$ cat config.mk
export PLATFORM = sky130hd
export DESIGN_NAME = gbsa_cell
export DESIGN_NICKNAME = d
export VERILOG_FILES = /design/src/gbsa_pkg.sv /design/src/gbsa_cell.sv
export VERILOG_INCLUDE_DIRS = /design/src /design/src/src
export SDC_FILE = /design/constraint.sdc
export NUM_CORES = 1
export LEC_CHECK = 0
export ABC_CLOCK_PERIOD_IN_PS = 20500
export BUFFER_PORTS_ARGS = -buffer_cell sky130_fd_sc_hd__buf_2
export CAP_MARGIN = 10
export CELL_PAD_IN_SITES_DETAIL_PLACEMENT = 1
export CELL_PAD_IN_SITES_GLOBAL_PLACEMENT = 2
export CORE_ASPECT_RATIO = 0.8
export CORE_UTILIZATION = 36
export DETAILED_ROUTE_END_ITERATION = 16
export GPL_ROUTABILITY_DRIVEN = 1
export PLACE_DENSITY_LB_ADDON = 0.1
export SYNTH_ARGS = -nofsm -noshare
export SYNTH_HDL_FRONTEND = slang
export SYNTH_SLANG_ARGS = --single-unit
export TNS_END_PERCENT = 20
$ cat constraint.sdc
create_clock -name clk -period 20.5 [get_ports clk]
set_input_delay 3.075 -clock clk [delete_from_list [all_inputs] [get_ports clk]]
set_output_delay 3.075 -clock clk [all_outputs]
set_load 0.005 [all_outputs]
$ cat src/group_by_sum_argmax_assert.svh
// ----------------------------------------------------------------------------
// group_by_sum_argmax assertion macros
// concurrent assertion shorthands shared by gbsa_cell and gbsa_out
// ----------------------------------------------------------------------------
`ifndef GROUP_BY_SUM_ARGMAX_ASSERT_SVH
`define GROUP_BY_SUM_ARGMAX_ASSERT_SVH

`ifndef SYNTHESIS

// same-cycle implication
`define GBSA_ASSERT_IMP(label, ante, cons) \
  label: assert property (@(posedge clk) disable iff (!rst_n) (ante) |-> (cons)) \
    else $error("gbsa assertion failed");

// next-cycle implication
`define GBSA_ASSERT_NXT(label, ante, cons) \
  label: assert property (@(posedge clk) disable iff (!rst_n) (ante) |=> (cons)) \
    else $error("gbsa assertion failed");

`else

`define GBSA_ASSERT_IMP(label, ante, cons)
`define GBSA_ASSERT_NXT(label, ante, cons)

`endif

`endif

$ cat src/gbsa_pkg.sv
// ----------------------------------------------------------------------------
// gbsa_pkg
// types, sizes and arithmetic helpers for the group-by sum / argmax block
// ----------------------------------------------------------------------------
`default_nettype none

package gbsa_pkg;

  localparam int TABLE_ENTRIES = 128;
  localparam int KEY_BITS      = 64;
  localparam int KEY_W         = 64;
  localparam int SCORE_W       = 32;
  localparam int TOTAL_W       = 64;
  localparam int IN_DATA_W     = ((KEY_W + SCORE_W + 7) / 8) * 8;
  localparam int OUT_DATA_W    = ((KEY_W + TOTAL_W + 7) / 8) * 8;

  typedef logic [KEY_BITS-1:0]       key_t;
  typedef logic signed [SCORE_W-1:0] score_t;
  typedef logic signed [TOTAL_W-1:0] total_t;

  // record travelling along the cell row, with the running best of a closing set
  typedef struct packed {
    logic   valid;
    logic   done;
    logic   last;
    key_t   key;
    score_t score;
    logic   best_valid;
    key_t   best_key;
    total_t best_total;
  } tok_t;

  function automatic total_t sext_score(input score_t s);
    return {{(TOTAL_W-SCORE_W){s[SCORE_W-1]}}, s};
  endfunction

  function automatic total_t sat_add(input total_t total, input score_t s);
    logic signed [TOTAL_W:0] sum;
    total_t                  delta;
    delta = sext_score(s);
    sum   = {total[TOTAL_W-1], total} + {delta[TOTAL_W-1], delta};
    if (sum[TOTAL_W] != sum[TOTAL_W-1]) begin
      return sum[TOTAL_W] ? {1'b1, {(TOTAL_W-1){1'b0}}} : {1'b0, {(TOTAL_W-1){1'b1}}};
    end
    return sum[TOTAL_W-1:0];
  endfunction

endpackage

`default_nettype wire

$ cat src/gbsa_cell.sv
// ----------------------------------------------------------------------------
// gbsa_cell
// one table entry: matches, opens or accumulates, and folds the argmax of a
// closing record before clearing itself
// ----------------------------------------------------------------------------
`default_nettype none

`include "group_by_sum_argmax_assert.svh"

module gbsa_cell (
  input  wire logic          clk,
  input  wire logic          rst_n,
  input  wire logic          adv,
  input  wire gbsa_pkg::tok_t tok_i,
  output gbsa_pkg::tok_t     tok_o
);
  import gbsa_pkg::*;

  logic   valid_r, valid_nxt;
  key_t   key_r, key_nxt;
  total_t total_r, total_nxt;
  tok_t   tok_r, tok_nxt;

  logic   hit, open, cur_valid, take;
  total_t sum;

  always_comb begin
    hit       = tok_i.valid && !tok_i.done && valid_r && (key_r == tok_i.key);
    open      = tok_i.valid && !tok_i.done && !valid_r;
    sum       = sat_add(total_r, tok_i.score);
    cur_valid = valid_r || open;
    key_nxt   = open ? tok_i.key : key_r;
    if (hit) begin
      total_nxt = sum;
    end else if (open) begin
      total_nxt = sext_score(tok_i.score);
    end else begin
      total_nxt = total_r;
    end
    take = tok_i.valid && tok_i.last && cur_valid &&
           (!tok_i.best_valid || (total_nxt > tok_i.best_total));

    tok_nxt      = tok_i;
    tok_nxt.done = tok_i.done || hit || open;
    if (take) begin
      tok_nxt.best_valid = 1'b1;
      tok_nxt.best_key   = key_nxt;
      tok_nxt.best_total = total_nxt;
    end

    // closing record empties the entry for the next set
    valid_nxt = (tok_i.valid && tok_i.last) ? 1'b0 : cur_valid;
  end

  always_ff @(posedge clk) begin
    if (!rst_n) begin
      valid_r <= 1'b0;
      tok_r   <= '0;
    end else if (adv) begin
      valid_r <= valid_nxt;
      tok_r   <= tok_nxt;
    end
  end

  always_ff @(posedge clk) begin
    if (adv) begin
      key_r   <= key_nxt;
      total_r <= total_nxt;
    end
  end

  assign tok_o = tok_r;

  `GBSA_ASSERT_NXT(a_close_clears, adv && tok_i.valid && tok_i.last, !valid_r)
  `GBSA_ASSERT_NXT(a_empty_claims, adv && tok_i.valid && !valid_r, tok_r.done)
  `GBSA_ASSERT_NXT(a_close_has_best, adv && tok_i.valid && tok_i.last && valid_r,
                   tok_r.best_valid)

endmodule

`default_nettype wire

# == Word level (Yosys, flattened, before mapping) ==
# Index checks and enable logic that the tools add are counted.
# word_totals
memories,0
regBits,357
rom_bits,0
output_inout_bits,228
latch_bits,0
ramBits,0
wordCells,38
# op_classes
multipliers,0
n_div,0
reduce_logical,14
mux,9
add_sub_neg,1
n_lt_le_gt_ge,1
eq_ne,2
shifts,0
n_bitwise,0
# ops
operator,count
two-way mux 64 bit,6
two-way mux 129 bit,1
adder 64 x 32 -> 65 bit,1
equality test 64 bit,1
greater-than comparator 64 bit,1
logical AND 1 bit,7
logical OR 1 bit,4
zero test 1 bit,3
two-way mux 1 bit,2
inequality test 1 bit,1

# == Depth between registers and ports, before layout ==
# logic_depth
depth_word,9
ltp_mapped,30

# == Worst setup path after synthesis ==
# No wires, ideal clock.
# synth_path
path_kind,input port to flip-flop
startpoint,in tok_i[129] (netlist bit)
endpoint,"reg tok_r, in the netlist tok_o[110]"
path_slack_ns,11.798
cell_stages,28
required_ns,20.383
arrival_time_ns,8.585
setup_time_ns,0.117
path_buffers,5
cell_sequence,ha_1 -> fa_1 -> a21o_1 -> a221oi_2 -> o21ai_2 -> a221oi_2 -> o21ai_4 -> and4_4 -> nor2_1 -> a221oi_4 -> buf_6 -> buf_4 -> a21oi_1 -> ha_1 -> a21o_1 -> a221o_1 -> a221oi_1 -> nor2_1 -> a221oi_1 -> nand3_1 -> xnor2_1 -> o21a_1 -> buf_2 -> buf_4 -> buf_2 -> mux2_2 -> mux2i_1 -> nor2b_1
# synth_via
elab_chain_len,9
word_cells_on_any_way,12
# synth_lines
element,line_no,rtl
start: declaration,gbsa_cell.sv:14,"input wire gbsa_pkg::tok_t tok_i,"
adder 64 x 32 -> 65 bit (*),gbsa_pkg.sv:41,"sum = {total[TOTAL_W-1], total} + {delta[TOTAL_W-1], delta};"
two-way mux 64 bit or inequality test 1 bit (tied branches),"gbsa_pkg.sv:43, gbsa_pkg.sv:42",
two-way mux 64 bit or two-way mux 1 bit (tied branches),gbsa_pkg.sv:42,if (sum[TOTAL_W] != sum[TOTAL_W-1]) begin
two-way mux 64 bit (*),gbsa_pkg.sv:45,return sum[TOTAL_W-1:0];
two-way mux 64 bit (*),gbsa_cell.sv:33,if (hit) begin
net total_nxt[17],gbsa_cell.sv:21,"total_t total_r, total_nxt;"
greater-than comparator 64 bit (*),gbsa_cell.sv:41,(!tok_i.best_valid || (total_nxt > tok_i.best_total));
logical OR 1 bit (*),gbsa_cell.sv:41,
logical AND 1 bit (*),gbsa_cell.sv:40,take = tok_i.valid && tok_i.last && cur_valid &&
two-way mux 129 bit (*),gbsa_cell.sv:45,if (take) begin
end signal: assignment,gbsa_cell.sv:61,tok_r <= tok_nxt;
end: declaration,gbsa_cell.sv:22,"tok_t tok_r, tok_nxt;"
# The timed path passes the listed nets; every way through them passes the cells marked *. The select of a mux whose other input is x is not followed.
# A chain may end at the register's enable or synchronous reset.

# == Worst setup path after layout ==
# layout_path
startpoint,in tok_i[160] (netlist bit)
endpoint,"reg tok_r, in the netlist tok_o[64]"
# The elaborated chain is that of the path after synthesis.

==> out/qor.yml <==
synthesis:
  synth-warning-count: 0
  synthesis.nets: 2866
  netlist_top_cells_count: "305 x sky130_fd_sc_hd__nand2_1, 229 x sky130_fd_sc_hd__dfxtp_1, 201 x sky130_fd_sc_hd__a21oi_1"
  mappedNetlistArea_um2: 22500
  yosysSeqAreaShare_pct: 37.4
  synth.most_common_cell: "sky130_fd_sc_hd__nand2_1"
  synth_simple_gate_area_share_pct: 18.1
  fraction_of_the_mapped_netlist_area_in_compound_gates_pct: 18.2
  area_share_of_the_leading_cell_type_in_the_synthesized_netlist_pct: 20.3
  synth_mux_area_share_pct: 10.6
  largest_family_of_logic_cells_by_synthesized_area: "compound AO/OA/AOI/OAI gates"
  synth_edf_count: 128
  cell_count_after_synthesis: 2506
  yosys_register_bits: 357
  ys_dominant_reg_cell: "sky130_fd_sc_hd__dfxtp_1"
  synth.lib_cells_used.distinct: 95
  post_synth_fa_ha_maj_area_fraction_pct: 7.19
  synth-xor-area-share_pct: 3.96
  synth_async_sr_flop_share_pct: 0
  postSynthAreaPerCell_um2: 8.99
  synth.top_cells.by_area: "sky130_fd_sc_hd__dfxtp_1 20%, sky130_fd_sc_hd__edfxtp_1 17%, sky130_fd_sc_hd__mux2i_1 7.2%"
  most_area_hungry_cell_type_in_the_yosys_netlist: "sky130_fd_sc_hd__dfxtp_1"
power:
  report.power.total_mw: 2.14
  leakage_nw: 12.5
  max-vdd-ir-drop_v: 0.0000493
  power.switching_mw: 0.693
  netSwitchingFraction_pct: 32.4
  clock_power_share_pct: 36.5
  share_comb_of_total_power_pct: 25.0
  power.density_cell_area_nw_per_um2: 79.6
  seq_pwr_share_pct: 38.5
  cell_internal_pwr_mw: 1.44
critical_path:
  crit_fanout: 44
  cell_by_cell_listing_of_the_critical_path: "buf_2 -> ha_1 -> nand3_1 -> a2111oi_0 -> and4_4 -> nor2_1 -> a221oi_4 -> buf_4 -> a21oi_1 -> ha_1 -> and2_0 -> a221o_1 -> a221oi_1 -> nor2_1 -> a221oi_1 -> nand3_1 -> xnor2_1 -> o21a_4 -> buf_4 -> mux2_2 -> mux2i_1 -> nor2b_1"
  cp_top_family: "compound AO/OA/AOI/OAI gates"
  required_ps: 20960
  crit_path_end_kind: "register"
  timing.critical_path.from_type: "input pin"
  crit_path_max_incr_delay_ps: 840
  worst-setup-path-type: "in2reg"
  data_arrival_at_the_endpoint_of_the_critical_path_ps: 12100
  crit_path_top_delay_cell: "sky130_fd_sc_hd__a221oi_4"
  worst-path-buf-inv: 3
die:
  die_area_um2: 63600
  die_y_um: 226
  start_util_pct: 36.6
  core_box_area_um2: 61500
  ios: 459
  floorplan.rows: 81
  die-width_um: 282
detailed_routing:
  vias: 20700
  drt-wirelength-per-cell_um: 24.0
  drc_marker_count_from_the_first_detailed_route_iteration: 1282
  drt-vias-per-instance: 5.50
  postRouteWirelength_um: 90200
  drt_pre_antenna_iters: 5
  drc_errors: 0
  route.antenna.remaining_nets: 0
job:
  drv.max_cap_violation_count: 0
global_route:
  met1_layer_usage_reported_by_global_route_pct: 40.4
  grt_start_max_net_pins: 164
  grt_first_pass_wirelength_um: 133000
  use_met3_pct: 6.06
  overflow: 0
  grtUsageTotal_pct: 27.6
  groute.layer.met2.usage_pct: 41.0
  grt.busiest_layer: "met2"
  grt_antenna_before_repair: 9
  first_global_vias: 20900
clocking:
  ctsRootBufferMaster: "sky130_fd_sc_hd__clkbuf_16"
  clock_path_buffers: 3
  clk_pin_slew_worst_paths_ps: 60
  hold_buffers: 0
  cts_tree: "yes"
  cts_buffers: 43
  sinks_on_clock_net: 357
  clkLatencyLatePin_ps: 590
  postCtsResizedCells: 0
  postCtsSetupRepairBufs: 0
  htree_levels: 2
min_path:
  hold_wc_path_type: "reg2reg"
sta:
  top_achievable_clock_speed_mhz: 85.9
  final-max-slew-violation-count: 0
  tightest_slew_margin_relative_to_the_limit_pct: 24.1
  finalCritPeriodShare_pct: 56.8
  setup-tns-final_ps: 0
  setup_violations: 0
  rsz0062_at_grt: "false"
  timing.final.hold_violations: 0
  final_period_minus_worst_setup_slack_ps: 11640
  fin_worst_skew_ps: 21.9
  worstMarginPinSlew_ps: 1110
place:
  gp_routability_congestion: 0.910
  port_buffers: 458
  hpwlAfterDp_um: 68700
finish:
  syn_to_final_growth_pct: 19.2
  layout.nets: 3248
  post_route_cells_drive_above_1_share_pct: 22.2
status:
  outcome: "completed"
worst register-to-register path, cell delays in order (launching register included):
cell and delay (ps):
sky130_fd_sc_hd__edfxtp_1 380, sky130_fd_sc_hd__ha_1 240, sky130_fd_sc_hd__fa_1 420, sky130_fd_sc_hd__a21o_1 210, sky130_fd_sc_hd__a221oi_2 410, sky130_fd_sc_hd__o21ai_2 150
sky130_fd_sc_hd__a221oi_2 460, sky130_fd_sc_hd__o21ai_4 170, sky130_fd_sc_hd__nand4_2 190, sky130_fd_sc_hd__a21oi_4 120, sky130_fd_sc_hd__a221oi_4 850, sky130_fd_sc_hd__buf_4 590
sky130_fd_sc_hd__a21oi_1 260, sky130_fd_sc_hd__ha_1 340, sky130_fd_sc_hd__and2_0 250, sky130_fd_sc_hd__a221o_1 390, sky130_fd_sc_hd__a221oi_1 370, sky130_fd_sc_hd__nor2_1 110
sky130_fd_sc_hd__a221oi_1 400, sky130_fd_sc_hd__nand3_1 160, sky130_fd_sc_hd__xnor2_1 340, sky130_fd_sc_hd__o21a_4 620, sky130_fd_sc_hd__buf_4 740, sky130_fd_sc_hd__mux2_2 490
sky130_fd_sc_hd__mux2i_1 160, sky130_fd_sc_hd__nor2b_1 60
cell type report:
| type | instances | area (µm²) |
|---|---|---|
| sequential | 357 | 8430 |
| timing repair buffer | 478 | 2460 |
| multi-input combinational | 1908 | 13100 |
| fill | 7252 | 34700 |
| clock inverter | 11 | 73.8 |
| inverter | 100 | 375 |
| tap | 830 | 1040 |
| clock buffer | 69 | 1340 |
| antenna | 3 | 7.51 |
cell usage in the layout (no fill, tap or decap), drive strengths merged, types with 79 or more instances in the layout:
master  instances
edfxtp        128
buf           478
inv           104
a21o           79
nor2          136
ha            128
a21oi         202
dfxtp         229
nor2b         184
mux2i         164
nand2         308
o21ai         140
stage by stage:
| step | std cells | cell area [µm²] | util, % | hold slack (ps) | worst slack [ps] |
|---|---|---|---|---|---|
| 2_1_floorplan | 2506 | 22500 | - | 469 | 11800 |
| 3_3_place_gp | 3673 | 25400 | 41.4 | 463 | 8550 |
| 3_5_place_dp | 3673 | 25400 | 41.4 | 474 | 8390 |
| 4_1_cts | 3753 | 26900 | 43.7 | 484 | 8960 |
| 5_1_grt | 3755 | 26900 | 43.7 | 516 | 8370 |
| 6_report | 3756 | 26900 | 43.7 | 478 | 8860 |
routing by layer:
layer | vias to the layer above | part of all wire [%] | wire length (µm)
li1 | 9771 | - | -
met1 | 10300 | 49 | 44600
met2 | 500 | 42 | 38300
met3 | 85 | 6.2 | 5580
met4 | 4 | 1.9 | 1720
met5 | - | 0.033 | 30
worst paths after layout:
| kind | from | endpoint | slack [ps] | cells past startpoint |
|---|---|---|---|---|
| min | tok_o[227]$_SDFFE_PN0P_ | tok_o[227]$_SDFFE_PN0P_ | 480 | 2 |
| max reg2reg | total_r[0]$_DFFE_PP_ | tok_o[64]$_SDFFE_PN0P_ | 11490 | 25 |
| max | tok_i[160] | tok_o[64]$_SDFFE_PN0P_ | 8860 | 22 |
| min reg2reg | tok_o[227]$_SDFFE_PN0P_ | tok_o[227]$_SDFFE_PN0P_ | 480 | 2 |
cell families after synthesis:
logic type | after synthesis
AND/OR/NAND/NOR | 822
AO/OA/AOI/OAI | 625
flip-flops | 357
buffers and inverters | 241
multiplexers | 230
adder cells (fa/ha/maj) | 129
XOR/XNOR | 102
sequential cells by signal, indices dropped and copies added, names as in the netlist:
signal,flops
valid_r,1
total_r,64
tok_o,228
key_r,64
power groups by stage:
stage	sequential, mW	clock (mW)	combinational [mW]
after CTS	0.824	0.800	0.530
after global routing	0.829	0.827	0.583
after detailed placement	0.838	0	0.525
after floorplan	0.833	0	0.321
after global placement	0.836	0	0.517
final	0.824	0.780	0.533
Note: power is estimated with default switching activity, not from simulation.
