File: src/group_by_sum_argmax_assert.svh
// ----------------------------------------------------------------------------
// group_by_sum_argmax assertion macros
// concurrent assertion shorthands shared by gbsa_cell and gbsa_out
// ----------------------------------------------------------------------------
`ifndef GROUP_BY_SUM_ARGMAX_ASSERT_SVH
`define GROUP_BY_SUM_ARGMAX_ASSERT_SVH

`ifndef SYNTHESIS

// same-cycle implication
`define GBSA_ASSERT_IMP(label, ante, cons) \
  label: assert property (@(posedge clk) disable iff (!rst_n) (ante) |-> (cons)) \
    else $error("gbsa assertion failed");

// next-cycle implication
`define GBSA_ASSERT_NXT(label, ante, cons) \
  label: assert property (@(posedge clk) disable iff (!rst_n) (ante) |=> (cons)) \
    else $error("gbsa assertion failed");

`else

`define GBSA_ASSERT_IMP(label, ante, cons)
`define GBSA_ASSERT_NXT(label, ante, cons)

`endif

`endif

File: src/gbsa_pkg.sv
// ----------------------------------------------------------------------------
// gbsa_pkg
// types, sizes and arithmetic helpers for the group-by sum / argmax block
// ----------------------------------------------------------------------------
`default_nettype none

package gbsa_pkg;

  localparam int TABLE_ENTRIES = 128;
  localparam int KEY_BITS      = 64;
  localparam int KEY_W         = 64;
  localparam int SCORE_W       = 32;
  localparam int TOTAL_W       = 64;
  localparam int IN_DATA_W     = ((KEY_W + SCORE_W + 7) / 8) * 8;
  localparam int OUT_DATA_W    = ((KEY_W + TOTAL_W + 7) / 8) * 8;

  typedef logic [KEY_BITS-1:0]       key_t;
  typedef logic signed [SCORE_W-1:0] score_t;
  typedef logic signed [TOTAL_W-1:0] total_t;

  // record travelling along the cell row, with the running best of a closing set
  typedef struct packed {
    logic   valid;
    logic   done;
    logic   last;
    key_t   key;
    score_t score;
    logic   best_valid;
    key_t   best_key;
    total_t best_total;
  } tok_t;

  function automatic total_t sext_score(input score_t s);
    return {{(TOTAL_W-SCORE_W){s[SCORE_W-1]}}, s};
  endfunction

  function automatic total_t sat_add(input total_t total, input score_t s);
    logic signed [TOTAL_W:0] sum;
    total_t                  delta;
    delta = sext_score(s);
    sum   = {total[TOTAL_W-1], total} + {delta[TOTAL_W-1], delta};
    if (sum[TOTAL_W] != sum[TOTAL_W-1]) begin
      return sum[TOTAL_W] ? {1'b1, {(TOTAL_W-1){1'b0}}} : {1'b0, {(TOTAL_W-1){1'b1}}};
    end
    return sum[TOTAL_W-1:0];
  endfunction

endpackage

`default_nettype wire

File: src/gbsa_out.sv
// ----------------------------------------------------------------------------
// gbsa_out
// end of the cell row: overflow tracking, result register and row advance
// ----------------------------------------------------------------------------
`default_nettype none

`include "group_by_sum_argmax_assert.svh"

module gbsa_out (
  input  wire logic                                   clk,
  input  wire logic                                   rst_n,
  input  wire gbsa_pkg::tok_t                         tail,
  output logic                                        adv,
  output logic                                        out_tvalid,
  input  wire logic                                   out_tready,
  output logic [gbsa_pkg::OUT_DATA_W-1:0]             out_tdata,
  output logic                                        out_tuser
);
  import gbsa_pkg::*;

  logic   ovf_r, ovf_nxt;
  logic   vld_r, vld_nxt;
  logic   load, dropped;
  key_t   key_r;
  total_t total_r;
  logic   status_r;

  always_comb begin
    adv     = !(tail.valid && tail.last && vld_r && !out_tready);
    load    = adv && tail.valid && tail.last;
    dropped = tail.valid && !tail.done;
    ovf_nxt = ovf_r;
    if (adv && tail.valid) begin
      ovf_nxt = tail.last ? 1'b0 : (ovf_r || dropped);
    end
    vld_nxt = load || (vld_r && !out_tready);
  end

  always_ff @(posedge clk) begin
    if (!rst_n) begin
      ovf_r <= 1'b0;
      vld_r <= 1'b0;
    end else begin
      ovf_r <= ovf_nxt;
      vld_r <= vld_nxt;
    end
  end

  always_ff @(posedge clk) begin
    if (load) begin
      key_r    <= tail.best_key;
      total_r  <= tail.best_total;
      status_r <= ovf_r || dropped;
    end
  end

  assign out_tvalid = vld_r;
  assign out_tdata  = {OUT_DATA_W'(total_r) << KEY_W} | OUT_DATA_W'(KEY_W'(key_r));
  assign out_tuser  = status_r;

  `GBSA_ASSERT_NXT(a_close_loads, load, vld_r && !ovf_r)
  `GBSA_ASSERT_IMP(a_close_best, tail.valid && tail.last, tail.best_valid)

endmodule

`default_nettype wire

File: config.mk
export PLATFORM = sky130hd
export DESIGN_NAME = gbsa_out
export DESIGN_NICKNAME = d
export VERILOG_FILES = /design/src/gbsa_pkg.sv /design/src/gbsa_out.sv
export VERILOG_INCLUDE_DIRS = /design/src /design/src/src
export SDC_FILE = /design/constraint.sdc
export NUM_CORES = 1
export LEC_CHECK = 0
export BUFFER_PORTS_ARGS = -buffer_cell sky130_fd_sc_hd__buf_4
export CAP_MARGIN = 20
export CELL_PAD_IN_SITES_DETAIL_PLACEMENT = 2
export CELL_PAD_IN_SITES_GLOBAL_PLACEMENT = 2
export CORE_AREA = 2 2 140 142
export DETAILED_ROUTE_END_ITERATION = 8
export DIE_AREA = 0 0 142 144
export HOLD_SLACK_MARGIN = 0.15
export PLACE_DENSITY = 0.84
export SLEW_MARGIN = 15
export SYNTH_ARGS = -nofsm -noshare
export SYNTH_HDL_FRONTEND = slang
export SYNTH_SLANG_ARGS = --single-unit
File: constraint.sdc
create_clock -name clk -period 22.3 [get_ports clk]
set_input_delay 4.46 -clock clk [delete_from_list [all_inputs] [get_ports clk]]
set_output_delay 4.46 -clock clk [all_outputs]
set_load 0.01 [all_outputs]
Word-level counts from Yosys, hierarchy flattened
Index checks and enable logic that the tools add are counted.
- multiplexer cells: 1
- bitwise logic cells: 1
- reductions and logical operators: 12
- operator list (cell ; number):
    $or A128 B64 Y128 ; 1
    $logic_and A1 B1 Y1 ; 7
    $logic_not A1 Y1 ; 3
    $logic_or A1 B1 Y1 ; 2
    $mux W1 ; 1
- flip-flop bits (word level): 131
- bits of input ports: 231
- word-level logic and storage cells: 19

Logic depth before layout (Yosys ltp)
Gate-level depths: netlist (run 1).
- depth after elaboration: 7
- gate-level depth with buffers: 3
- depth with buffers taken out: 3

Worst setup path before layout (run 1)
Ideal clock, no wire load.
- path kind: in2reg
- start point: input out_tready
- end point: register key_r[0], enable pin
- setup time: 621 ps
- data arrival time: 9997 ps
- data required time: 21679 ps
- slack: 11683 ps
- cell stages on the path: 2
- path buffers: 0
- path through: and2b_1 -> nor2_1
- cells in the longest elaborated chain, start to end: 5
- ends and longest elaborated chain (item ; RTL line ; RTL):
    from (decl) ; gbsa_out.sv:15 ; input wire logic out_tready,
    $logic_not A1 Y1 ; gbsa_out.sv:29 ; adv = !(tail.valid && tail.last && vld_r && !out_tready);
    $logic_and A1 B1 Y1 ; gbsa_out.sv:29 ;
    $logic_not A1 Y1 ; gbsa_out.sv:29 ;
    $logic_and A1 B1 Y1 (2 in a row) ; gbsa_out.sv:30 ; load = adv && tail.valid && tail.last;
    net load ; gbsa_out.sv:23 ; logic load, dropped;
    to (signal assigned) ; gbsa_out.sv:51 ; key_r <= tail.best_key;
    to (decl) ; gbsa_out.sv:24 ; key_t key_r;
The timed path passes the listed nets, and every way through them passes these cells.
A chain may end at the register's enable or synchronous reset.

Final worst setup path (run 1)
- start point: input out_tready
- end point: output adv
- cells in the longest elaborated chain, start to end: 3
- ends and longest elaborated chain (item ; RTL line ; RTL):
    $logic_not A1 Y1 ; gbsa_out.sv:29 ;
    $logic_and A1 B1 Y1 ; gbsa_out.sv:29 ;
    $logic_not A1 Y1 ; gbsa_out.sv:29 ;
    to (decl) ; gbsa_out.sv:13 ; output logic adv,
No other way between the ends.

==> flow_summary_export.csv, run 1 <==
group,metric,value,unit
detailed_routing,wl_per_cell,18.4,um
cells_and_area,diodes,0,
logic_synthesis,syn_avg_cell_area,28.0,um2
timing,slew_headroom,50.0,%
pwr,vdd_drop_max,0.0000490,V
cells_and_area,n_fill_cell,1889,
global_route,antenna_found_initial,0,
timing,finalCriticalPeriod,9.60,ns
setup_path,r2r_slack,19.50,ns
die,initial_core_util,20.9,%
logic_synthesis,netlist_area,3980,um2
pwr,powerDensity,87.8,nW/um2
place,routabilityCongestion,0.753,
die,die_area,20400,um2
pwr,switching_share,21.3,%
clock_tree,cts_setup_buffers,0,
clock_tree,cts_resized,0,
logic_synthesis,netlist_instances,142,
run_status,status,"finished, final reports clean",
setup_path,reg2reg_depth,4,
die,core,19100,um2
timing,period_share,43.1,%
logic_synthesis,ys_ff_latch,131,
hold_path,hold_class,"register to register",
setup_path,crit_type,"input port to primary output",
setup_path,r2r-start,"out_tvalid$_SDFF_PN0_",
global_route,grt_max_degree,59,
detailed_routing,routed_via_density,3.75,
clock_tree,clk_pin_slew,0.06,ns
place,dp_hpwl,9700,um
hold_path,whs_path_depth,2,
die,die_y,144,um
pwr,p_switching,0.128,mW
global_route,grt_pass1_vias,2870,
clock_tree,cts.path.max_buffers,2,
cells_and_area,drive_above_1_share,67.5,%
pwr,finalPower,0.601,mW
pwr,p_int,0.473,mW
setup_path,r2r_end,"key_r[41]$_DFFE_PP_",
setup_path,slowest_delay,0.26,ns
global_route,grt_use_total,11.9,%
detailed_routing,drtAntennaViolNets,0,
logic_synthesis,synth_cell_type_count,12,
place,port_buffers,264,
setup_path,arrival,5.14,ns
setup_path,crit_path_end,"adv",
cells_and_area,nets,658,
cells_and_area,mostFrequentLayoutCells,"266 x buf_4, 129 x edfxtp_1, 17 x clkbuf_16",
pwr,p_seq_share,47.7,%
cells_and_area,syn2layout_area_growth,72.2,%
logic_synthesis,ys_seq_area_share,98.4,%
hold_path,worstHoldStart,"out_tvalid$_SDFF_PN0_",
timing,hold_viol,0,
clock_tree,cts_sinks,131,
setup_path,cp-start-kind,"input port",
run,drv_cap,0,
timing,setup_violations,0,
timing,fmaxAchievable,0.104,GHz
pwr,p_leak,2.81,nW
clock_tree,tritoncts,"yes",
setup_path,crit_fanout,2,
detailed_routing,wl,12500,um
logic_synthesis,ys_warn_count,0,
setup_path,crit_top_cell,"buf_4",
detailed_routing,vias,2544,
setup_path,slowest_stage,"and2b_1",
clock_tree,htreeDepth,4,
setup_path,worst_ep_required_time,17.84,ns
setup_path,cp_cell_sequence,"buf_4 -> and2b_1 -> nand3_1 -> buf_4",
timing,tightest_slew,0.751,ns
timing,tns,0,ns
place,post-place-ws,12.69,ns
detailed_routing,dr.pass1.iters,4,
timing,drv_slew,0,
setup_path,endpoint_kind,"primary output",
pwr,clkPwrFrac,44.8,%
cells_and_area,multiInputGateArea,68.8,um2
clock_tree,cts_hold_buffers,0,
logic_synthesis,synth_nets,373,
die,num_rows,51,
logic_synthesis,synth_top_cell_by_area,"edfxtp_1",
detailed_routing,drcViolationCount,0,
global_route,grt_pass1_wl,17500,um
timing,layout_setup_ws,12.70,ns
cells_and_area,seqCellArea,3910,um2
timing,rsz0062_at_grt,"false",
detailed_routing,drt_iter0_markers,105,
pwr,comb_power_share,7.5,%
clock_tree,cts_root_buffer,"clkbuf_16",
die,ios,362,
global_route,overflow,0,
logic_synthesis,synth_area_leaders,"edfxtp_1 97%, dfxtp_1 1.0%, a32o_1 0.25%, a21boi_0 0.19%, a21o_1 0.19%",
clock_tree,cts_buffers,17,
timing,skew,0.00507,ns
die,die-width,142,um
cells_and_area,mostFrequentLayoutCell,"buf_4",
setup_path,startpoint,"out_tready",
logic_synthesis,netlist.area_leader.share,97.4,%
clock_tree,clk_latency,0.41,ns
cells in the mapped netlist, drive strengths merged:
| cell type | n |
|---|---|
| nand3 | 1 |
| edfxtp | 129 |
| a32o | 1 |
| inv | 1 |
| dfxtp | 2 |
| nor2b | 1 |
| nand2 | 2 |
| nand2b | 1 |
| and2b | 1 |
| nor2 | 1 |
| a21o | 1 |
| a21boi | 1 |
critical path, delay by kind of cell:
family / cells / cell delay [ns]
simple gates: 2 / 0.40
buf+inv: 2 / 0.29
logic make-up after synthesis:
logic type | synth area share, %
simple gates | 0.912
compound gates | 0.629
buf+inv | 0.0942
flops | 98.4
worst min-delay path by stage:
stage	end	slack, ns
detailed placement	out_tvalid$_SDFF_PN0_	0.55
floorplan	ovf_r$_SDFFE_PN0P_	0.47
CTS	out_tvalid$_SDFF_PN0_	0.56
global placement	ovf_r$_SDFFE_PN0P_	0.50
finish	out_tvalid$_SDFF_PN0_	0.56
global route	ovf_r$_SDFFE_PN0P_	0.58
power groups by stage:
stage	Sequential [mW]	Combinational [mW]	Clock (mW)
CTS	0.287	0.0463	0.277
floorplan	0.299	0.00414	0
detailed placement	0.292	0.0462	0
global route	0.288	0.0487	0.289
global placement	0.292	0.0444	0
finish	0.287	0.0451	0.269
layout make-up:
| type | instances | share of cell area, % |
|---|---|---|
| Timing Repair Buffer | 266 | 29.2 |
| Inverter | 1 | 0.0548 |
| Sequential cell | 131 | 57.1 |
| Clock buffer | 18 | 6.26 |
| Tap cell | 238 | 4.35 |
| Multi-Input combinational cell | 10 | 1.00 |
| Clock inverter | 14 | 2.05 |
metal layers:
metal | wire, um | track usage [%] | up-vias
li1 | - | - | 1145
met4 | 223 | 4.79 | 0
met5 | 0 | 0 | -
met1 | 4490 | 12.3 | 1225
met2 | 6560 | 20.7 | 156
met3 | 1240 | 5.89 | 18
flip-flops by register name, indices dropped and copies added (netlist names):
signal	count
ovf_r	1
total_r	64
out_tvalid	1
key_r	64
out_tuser	1
metrics by stage:
step / utilization (%) / hold slack (ns) / std cells / cell area, um2
floorplan: - / 0.471 / 142 / 3980
global placement: 32.9 / 0.501 / 646 / 6280
detailed placement: 32.9 / 0.552 / 646 / 6280
CTS: 35.9 / 0.559 / 678 / 6850
global route: 35.9 / 0.583 / 678 / 6850
finish: 35.9 / 0.562 / 678 / 6850
Power figures use the tool's default switching activity.
==> run 2, diff against run 1 <==
Settings changed: ABC_AREA from default to 1, CORE_AREA 2 2 140 142 to 2 2 142 144, DIE_AREA 0 0 142 144 to 0 0 144 146, PLACE_DENSITY 0.84 to 0.82.
Clock period 22.3 ns to 9.7 ns, I/O delays scaled along.
==> flow_summary_export.csv, run 2 <==
group,metric,value,unit
run_status,status,"finished, final reports clean",
timing,finalCriticalPeriod,4.31,ns
global_route,grt_pass1_wl,18100,um
detailed_routing,drcViolationCount,0,
cells_and_area,drive_above_1_share,68.4,%
logic_synthesis,synth_most_common_cell,"edfxtp_1",
global_route,grt_use_total,12.1,%
detailed_routing,drtAntennaViolNets,0,
logic_synthesis,syn_avg_cell_area,27.3,um2
setup_path,critPathTopFamily,"buffers and inverters",
timing,drv_slew,0,
detailed_routing,wl_per_cell,18.4,um
timing,hold_viol,0,
timing,rsz0062_at_grt,"false",
clock_tree,cts_resized,0,
place,routabilityCongestion,0.684,
clock_tree,cts_sinks,131,
logic_synthesis,synth-edff-count,129,
clock_tree,clk_latency,0.41,ns
clock_tree,htreeDepth,4,
clock_tree,cts_root_buffer,"clkbuf_16",
place,port_buffers,264,
clock_tree,cts_hold_buffers,0,
die,initial_core_util,20.6,%
die,die_y,146,um
global_route,grt_max_degree,68,
logic_synthesis,synth_top_cells_by_count,"129 x edfxtp_1, 4 x nand2_2, 3 x inv_1",
clock_tree,tritoncts,"yes",
timing,period_share,44.5,%
setup_path,crit_fanout,3,
setup_path,slowest_stage,"buf_4",
clock_tree,cts_buffers,17,
logic_synthesis,ys.flop_type,"edfxtp_1",
die,die_area,21000,um2
detailed_routing,drt_iter0_markers,72,
setup_path,arrival,2.37,ns
logic_synthesis,synth_area_leaders,"edfxtp_1 97%, dfxtp_1 1.0%, nand2_2 0.63%, inv_1 0.28%, nand3_1 0.25%",
hold_path,worstHoldStart,"ovf_r$_SDFFE_PN0P_",
setup_path,cp_cell_sequence,"buf_4 -> nand2_2 -> inv_2 -> nand3_1 -> buf_4",
logic_synthesis,ys_seq_area_share,98.1,%
setup_path,crit_top_cell,"buf_4",
cells_and_area,syn2layout_area_growth,73.6,%
logic_synthesis,netlist_area,3990,um2
logic_synthesis,synth_nets,377,
timing,setup_violations,0,
cells_and_area,design_area,6920,um2
detailed_routing,dr.pass1.iters,4,
logic_synthesis,netlist_instances,146,
run,drv_cap,0,
die,ios,362,
logic_synthesis,synth_top_cell_by_area,"edfxtp_1",
logic_synthesis,ys_ff_latch,131,
die,core,19300,um2
timing,tns,0,ns
setup_path,slowest_delay,0.15,ns
cells_and_area,utilization,35.8,%
setup_path,worst_ep_required_time,7.76,ns
place,dp_hpwl,10100,um
place,post-place-ws,5.38,ns
setup_path,endpoint_kind,"primary output",
pwr,vdd_drop_max,0.000111,V
setup_path,crit_type,"input port to primary output",
logic_synthesis,netlist.area_leader.share,97.1,%
global_route,grt_pass1_vias,2968,
global_route,overflow,0,
global_route,antenna_found_initial,1,
cells_and_area,mostFrequentLayoutCells,"265 x buf_4, 129 x edfxtp_1, 17 x clkbuf_16",
setup_path,cp-start-kind,"input port",
setup_path,path_buf_inv,3,
die,num_rows,51,
clock_tree,cts.path.max_buffers,2,
pwr,powerDensity,205,nW/um2
timing,tightest_slew,0.887,ns
timing,layout_setup_ws,5.39,ns
clock_tree,clk_pin_slew,0.06,ns
detailed_routing,routed_via_density,3.65,
setup_path,startpoint,"tail[227]",
detailed_routing,vias,2585,
logic_synthesis,async_flop_share,0,%
clock_tree,cts_setup_buffers,0,
pwr,finalPower,1.42,mW
die,die-width,144,um
cells_and_area,top_regs,"key_r x64, total_r x64",
cells_and_area,diodes,0,
setup_path,r2r-start,"out_tvalid$_SDFF_PN0_",
timing,slew_headroom,40.9,%
place,place_area,6310,um2
logic_synthesis,ys_warn_count,0,
detailed_routing,wl,13000,um
logic_synthesis,synth_cell_type_count,10,
cells_and_area,nets,661,
hold_path,hold_class,"register to register",
timing,fmaxAchievable,0.232,GHz
timing,skew,0.00624,ns
pwr,p_leak,2.83,nW
cells_and_area,mostFrequentLayoutCell,"buf_4",
-- run 2: logic make-up (layout without fill, tap and decap cells) --
group / Yosys count / count (layout) / synth area share (%)
AO/OA/AOI/OAI: 1 / 1 / 0.188
AND/OR/NAND/NOR: 9 / 9 / 1.19
buffers and inverters: 5 / 302 / 0.471
flip-flops: 131 / 131 / 98.1
-- run 2: through the flow --
stage,hold slack [ns],std cells
5_1_grt,0.574,708
3_3_place_gp,0.492,676
3_5_place_dp,0.525,676
2_1_floorplan,0.461,146
6_report,0.537,708
4_1_cts,0.539,708
-- run 2: cell type report --
| type | count | area (um2) |
|---|---|---|
| Clock buffer | 18 | 429 |
| Clock inverter | 14 | 179 |
| Fill cell | 1952 | 12400 |
| Inverter | 5 | 23.8 |
| Multi-Input combinational cell | 10 | 55.1 |
| Sequential cell | 131 | 3910 |
| Tap cell | 265 | 332 |
| Timing Repair Buffer | 265 | 1990 |
-- run 2: worst reg2reg max path, cell delays in order (launching register included) --
cell and delay, ns:
dfxtp_1 0.33, nand2_2 0.10, nand2_2 0.09, inv_6 0.42, buf_4 0.85
-- run 2: power breakdown --
part / internal, mW / switching [mW] / total (mW) / leakage, nW
Clock: 0.407 / 0.250 / 0.658 / 0.287
Sequential: 0.652 / 0.00763 / 0.660 / 1.22
Combinational: 0.0600 / 0.0441 / 0.104 / 1.32
-- run 2: routing by layer --
metal	routed length [um]	global-route usage [%]
met5	13	0
met2	6920	21.8
met1	4460	11.7
met4	276	6.13
met3	1350	5.20
-- run 2: worst paths after layout --
path | endpoint | slack, ns | cells after the start
setup / recovery | adv | 5.39 | 5
hold / removal | ovf_r$_SDFFE_PN0P_ | 0.54 | 2
hold reg to reg | ovf_r$_SDFFE_PN0P_ | 0.54 | 2
setup reg to reg | total_r[39]$_DFFE_PP_ | 7.48 | 4
==> run 3, diff against run 2 <==
Settings changed: ABC_AREA 1 to 0, CORE_AREA 2 2 142 144 to default, CORE_UTILIZATION from default to 20, DIE_AREA 0 0 144 146 to default, PLACE_DENSITY 0.82 to 0.84.
Clock period 9.7 ns to 3.6 ns, I/O delays scaled along.
==> flow_summary_export.csv, run 3 (synthesis results as in run 1) <==
group,metric,value,unit
cells_and_area,mostFrequentLayoutCell,"buf_4",
timing,fmaxAchievable,0.492,GHz
clock_tree,cts_setup_buffers,0,
setup_path,crit_top_cell,"buf_4",
setup_path,r2r_slack,1.87,ns
clock_tree,cts_resized,0,
global_route,grt_max_degree,66,
hold_path,worstHoldStart,"tail[112]",
cells_and_area,drive_above_1_share,67.4,%
hold_path,hold_class,"input port to register",
setup_path,r2r_end,"key_r[55]$_DFFE_PP_",
cells_and_area,diodes,0,
place,dp_hpwl,9160,um
pwr,clkPwrFrac,45.8,%
setup_path,r2r-start,"out_tvalid$_SDFF_PN0_",
run_status,status,"finished, final reports clean",
cells_and_area,n_fill_cell,1977,
die,core,19500,um2
setup_path,crit_fanout,2,
detailed_routing,vias,2536,
global_route,overflow,0,
pwr,p_switching,0.786,mW
global_route,grt_pass1_vias,2816,
die,die-width,143,um
pwr,vdd_drop_max,0.000300,V
pwr,p_int,3.00,mW
cells_and_area,seqCellArea,3910,um2
clock_tree,cts_sinks,131,
cells_and_area,syn2layout_area_growth,73.6,%
setup_path,slowest_delay,0.24,ns
timing,setup_violations,0,
setup_path,worst_ep_required_time,2.88,ns
setup_path,crit_type,"input port to primary output",
die,initial_core_util,20.4,%
clock_tree,htreeDepth,4,
timing,finalCriticalPeriod,2.03,ns
setup_path,slowest_stage,"and2b_1",
setup_path,cp_cell_sequence,"buf_4 -> and2b_1 -> nand3_1 -> buf_4",
pwr,comb_power_share,7.3,%
pwr,powerDensity,549,nW/um2
clock_tree,cts.path.max_buffers,2,
clock_tree,tritoncts,"yes",
cells_and_area,nets,658,
timing,tns,0,ns
timing,skew,0.00520,ns
detailed_routing,wl,12000,um
cells_and_area,multiInputGateArea,68.8,um2
timing,rsz0062_at_grt,"false",
clock_tree,cts_hold_buffers,0,
place,port_buffers,264,
die,die_area,20500,um2
die,ios,362,
global_route,antenna_found_initial,0,
setup_path,reg2reg_depth,3,
clock_tree,clk_pin_slew,0.06,ns
setup_path,endpoint_kind,"primary output",
detailed_routing,routed_via_density,3.60,
run,drv_cap,0,
detailed_routing,drcViolationCount,0,
setup_path,cp-start-kind,"input port",
clock_tree,cts_root_buffer,"clkbuf_16",
die,num_rows,51,
detailed_routing,drt_iter0_markers,79,
detailed_routing,dr.pass1.iters,4,
setup_path,arrival,1.31,ns
timing,hold_viol,0,
timing,period_share,56.5,%
timing,drv_slew,0,
global_route,grt_use_total,11.5,%
cells_and_area,top_regs,"key_r x64, total_r x64",
detailed_routing,wl_per_cell,17.0,um
detailed_routing,drtAntennaViolNets,0,
pwr,finalPower,3.79,mW
pwr,p_leak,2.82,nW
timing,tightest_slew,0.859,ns
timing,slew_headroom,42.7,%
pwr,switching_share,20.7,%
cells_and_area,mostFrequentLayoutCells,"266 x buf_4, 129 x edfxtp_1, 17 x clkbuf_16",
global_route,grt_pass1_wl,16600,um
hold_path,holdPathEnd,"key_r[48]$_DFFE_PP_",
hold_path,whs_path_depth,1,
clock_tree,clk_latency,0.41,ns
clock_tree,cts_buffers,17,
pwr,p_seq_share,46.9,%
die,die_y,143,um
place,routabilityCongestion,0.657,
## run 3: metrics by stage
| stage | hold WS [ns] | worst slack, ns | utilization (%) | std cells | area (um2) |
|---|---|---|---|---|---|
| after floorplan | 0.471 | 0.340 | - | 142 | 3990 |
| after global placement | 0.485 | 1.45 | 32.4 | 673 | 6310 |
| after detailed placement | 0.493 | 1.37 | 32.4 | 673 | 6310 |
| after CTS | 0.451 | 1.57 | 35.5 | 704 | 6910 |
| after global routing | 0.449 | 1.54 | 35.5 | 704 | 6910 |
| final | 0.481 | 1.57 | 35.5 | 704 | 6910 |
## run 3: worst max path at each step
stage	start	endpoint	cells after the start
final	out_tready	adv	4
after global routing	out_tready	adv	4
after CTS	out_tready	adv	4
after detailed placement	out_tready	key_r[40]$_DFFE_PP_	4
after global placement	out_tready	total_r[45]$_DFFE_PP_	4
after floorplan	out_tready	key_r[0]$_DFFE_PP_	2
## run 3: final cells by class
| type | instances | share of cell area (%) |
|---|---|---|
| flip-flops and latches | 131 | 56.7 |
| repair buffers | 266 | 28.9 |
| clock buffers | 18 | 6.21 |
| well taps | 265 | 4.80 |
| clock inverters | 13 | 2.34 |
| multi-input cells | 10 | 0.997 |
| inverters | 1 | 0.0544 |
## run 3: power by group through the flow
stage	clock network [mW]	logic, mW	registers, mW
final	1.74	0.278	1.78
after global routing	1.85	0.298	1.78
after CTS	1.79	0.286	1.78
after detailed placement	0	0.285	1.81
after global placement	0	0.274	1.81
after floorplan	0	0.0265	1.84
## run 3: routing by layer
metal  vias to the layer above  share of wire [%]  GRT usage, %
met5                         -                  0             0
met4                         0                1.6          5.26
met3                        13                 13          6.84
met2                       153                 51          19.5
met1                      1224                 34          11.3
li1                       1146                  -             -
## run 3: critical path, delay by kind of cell
kind / cells / cell delay [ns]
and+or+nand+nor: 2 / 0.34
buffers and inverters: 2 / 0.26
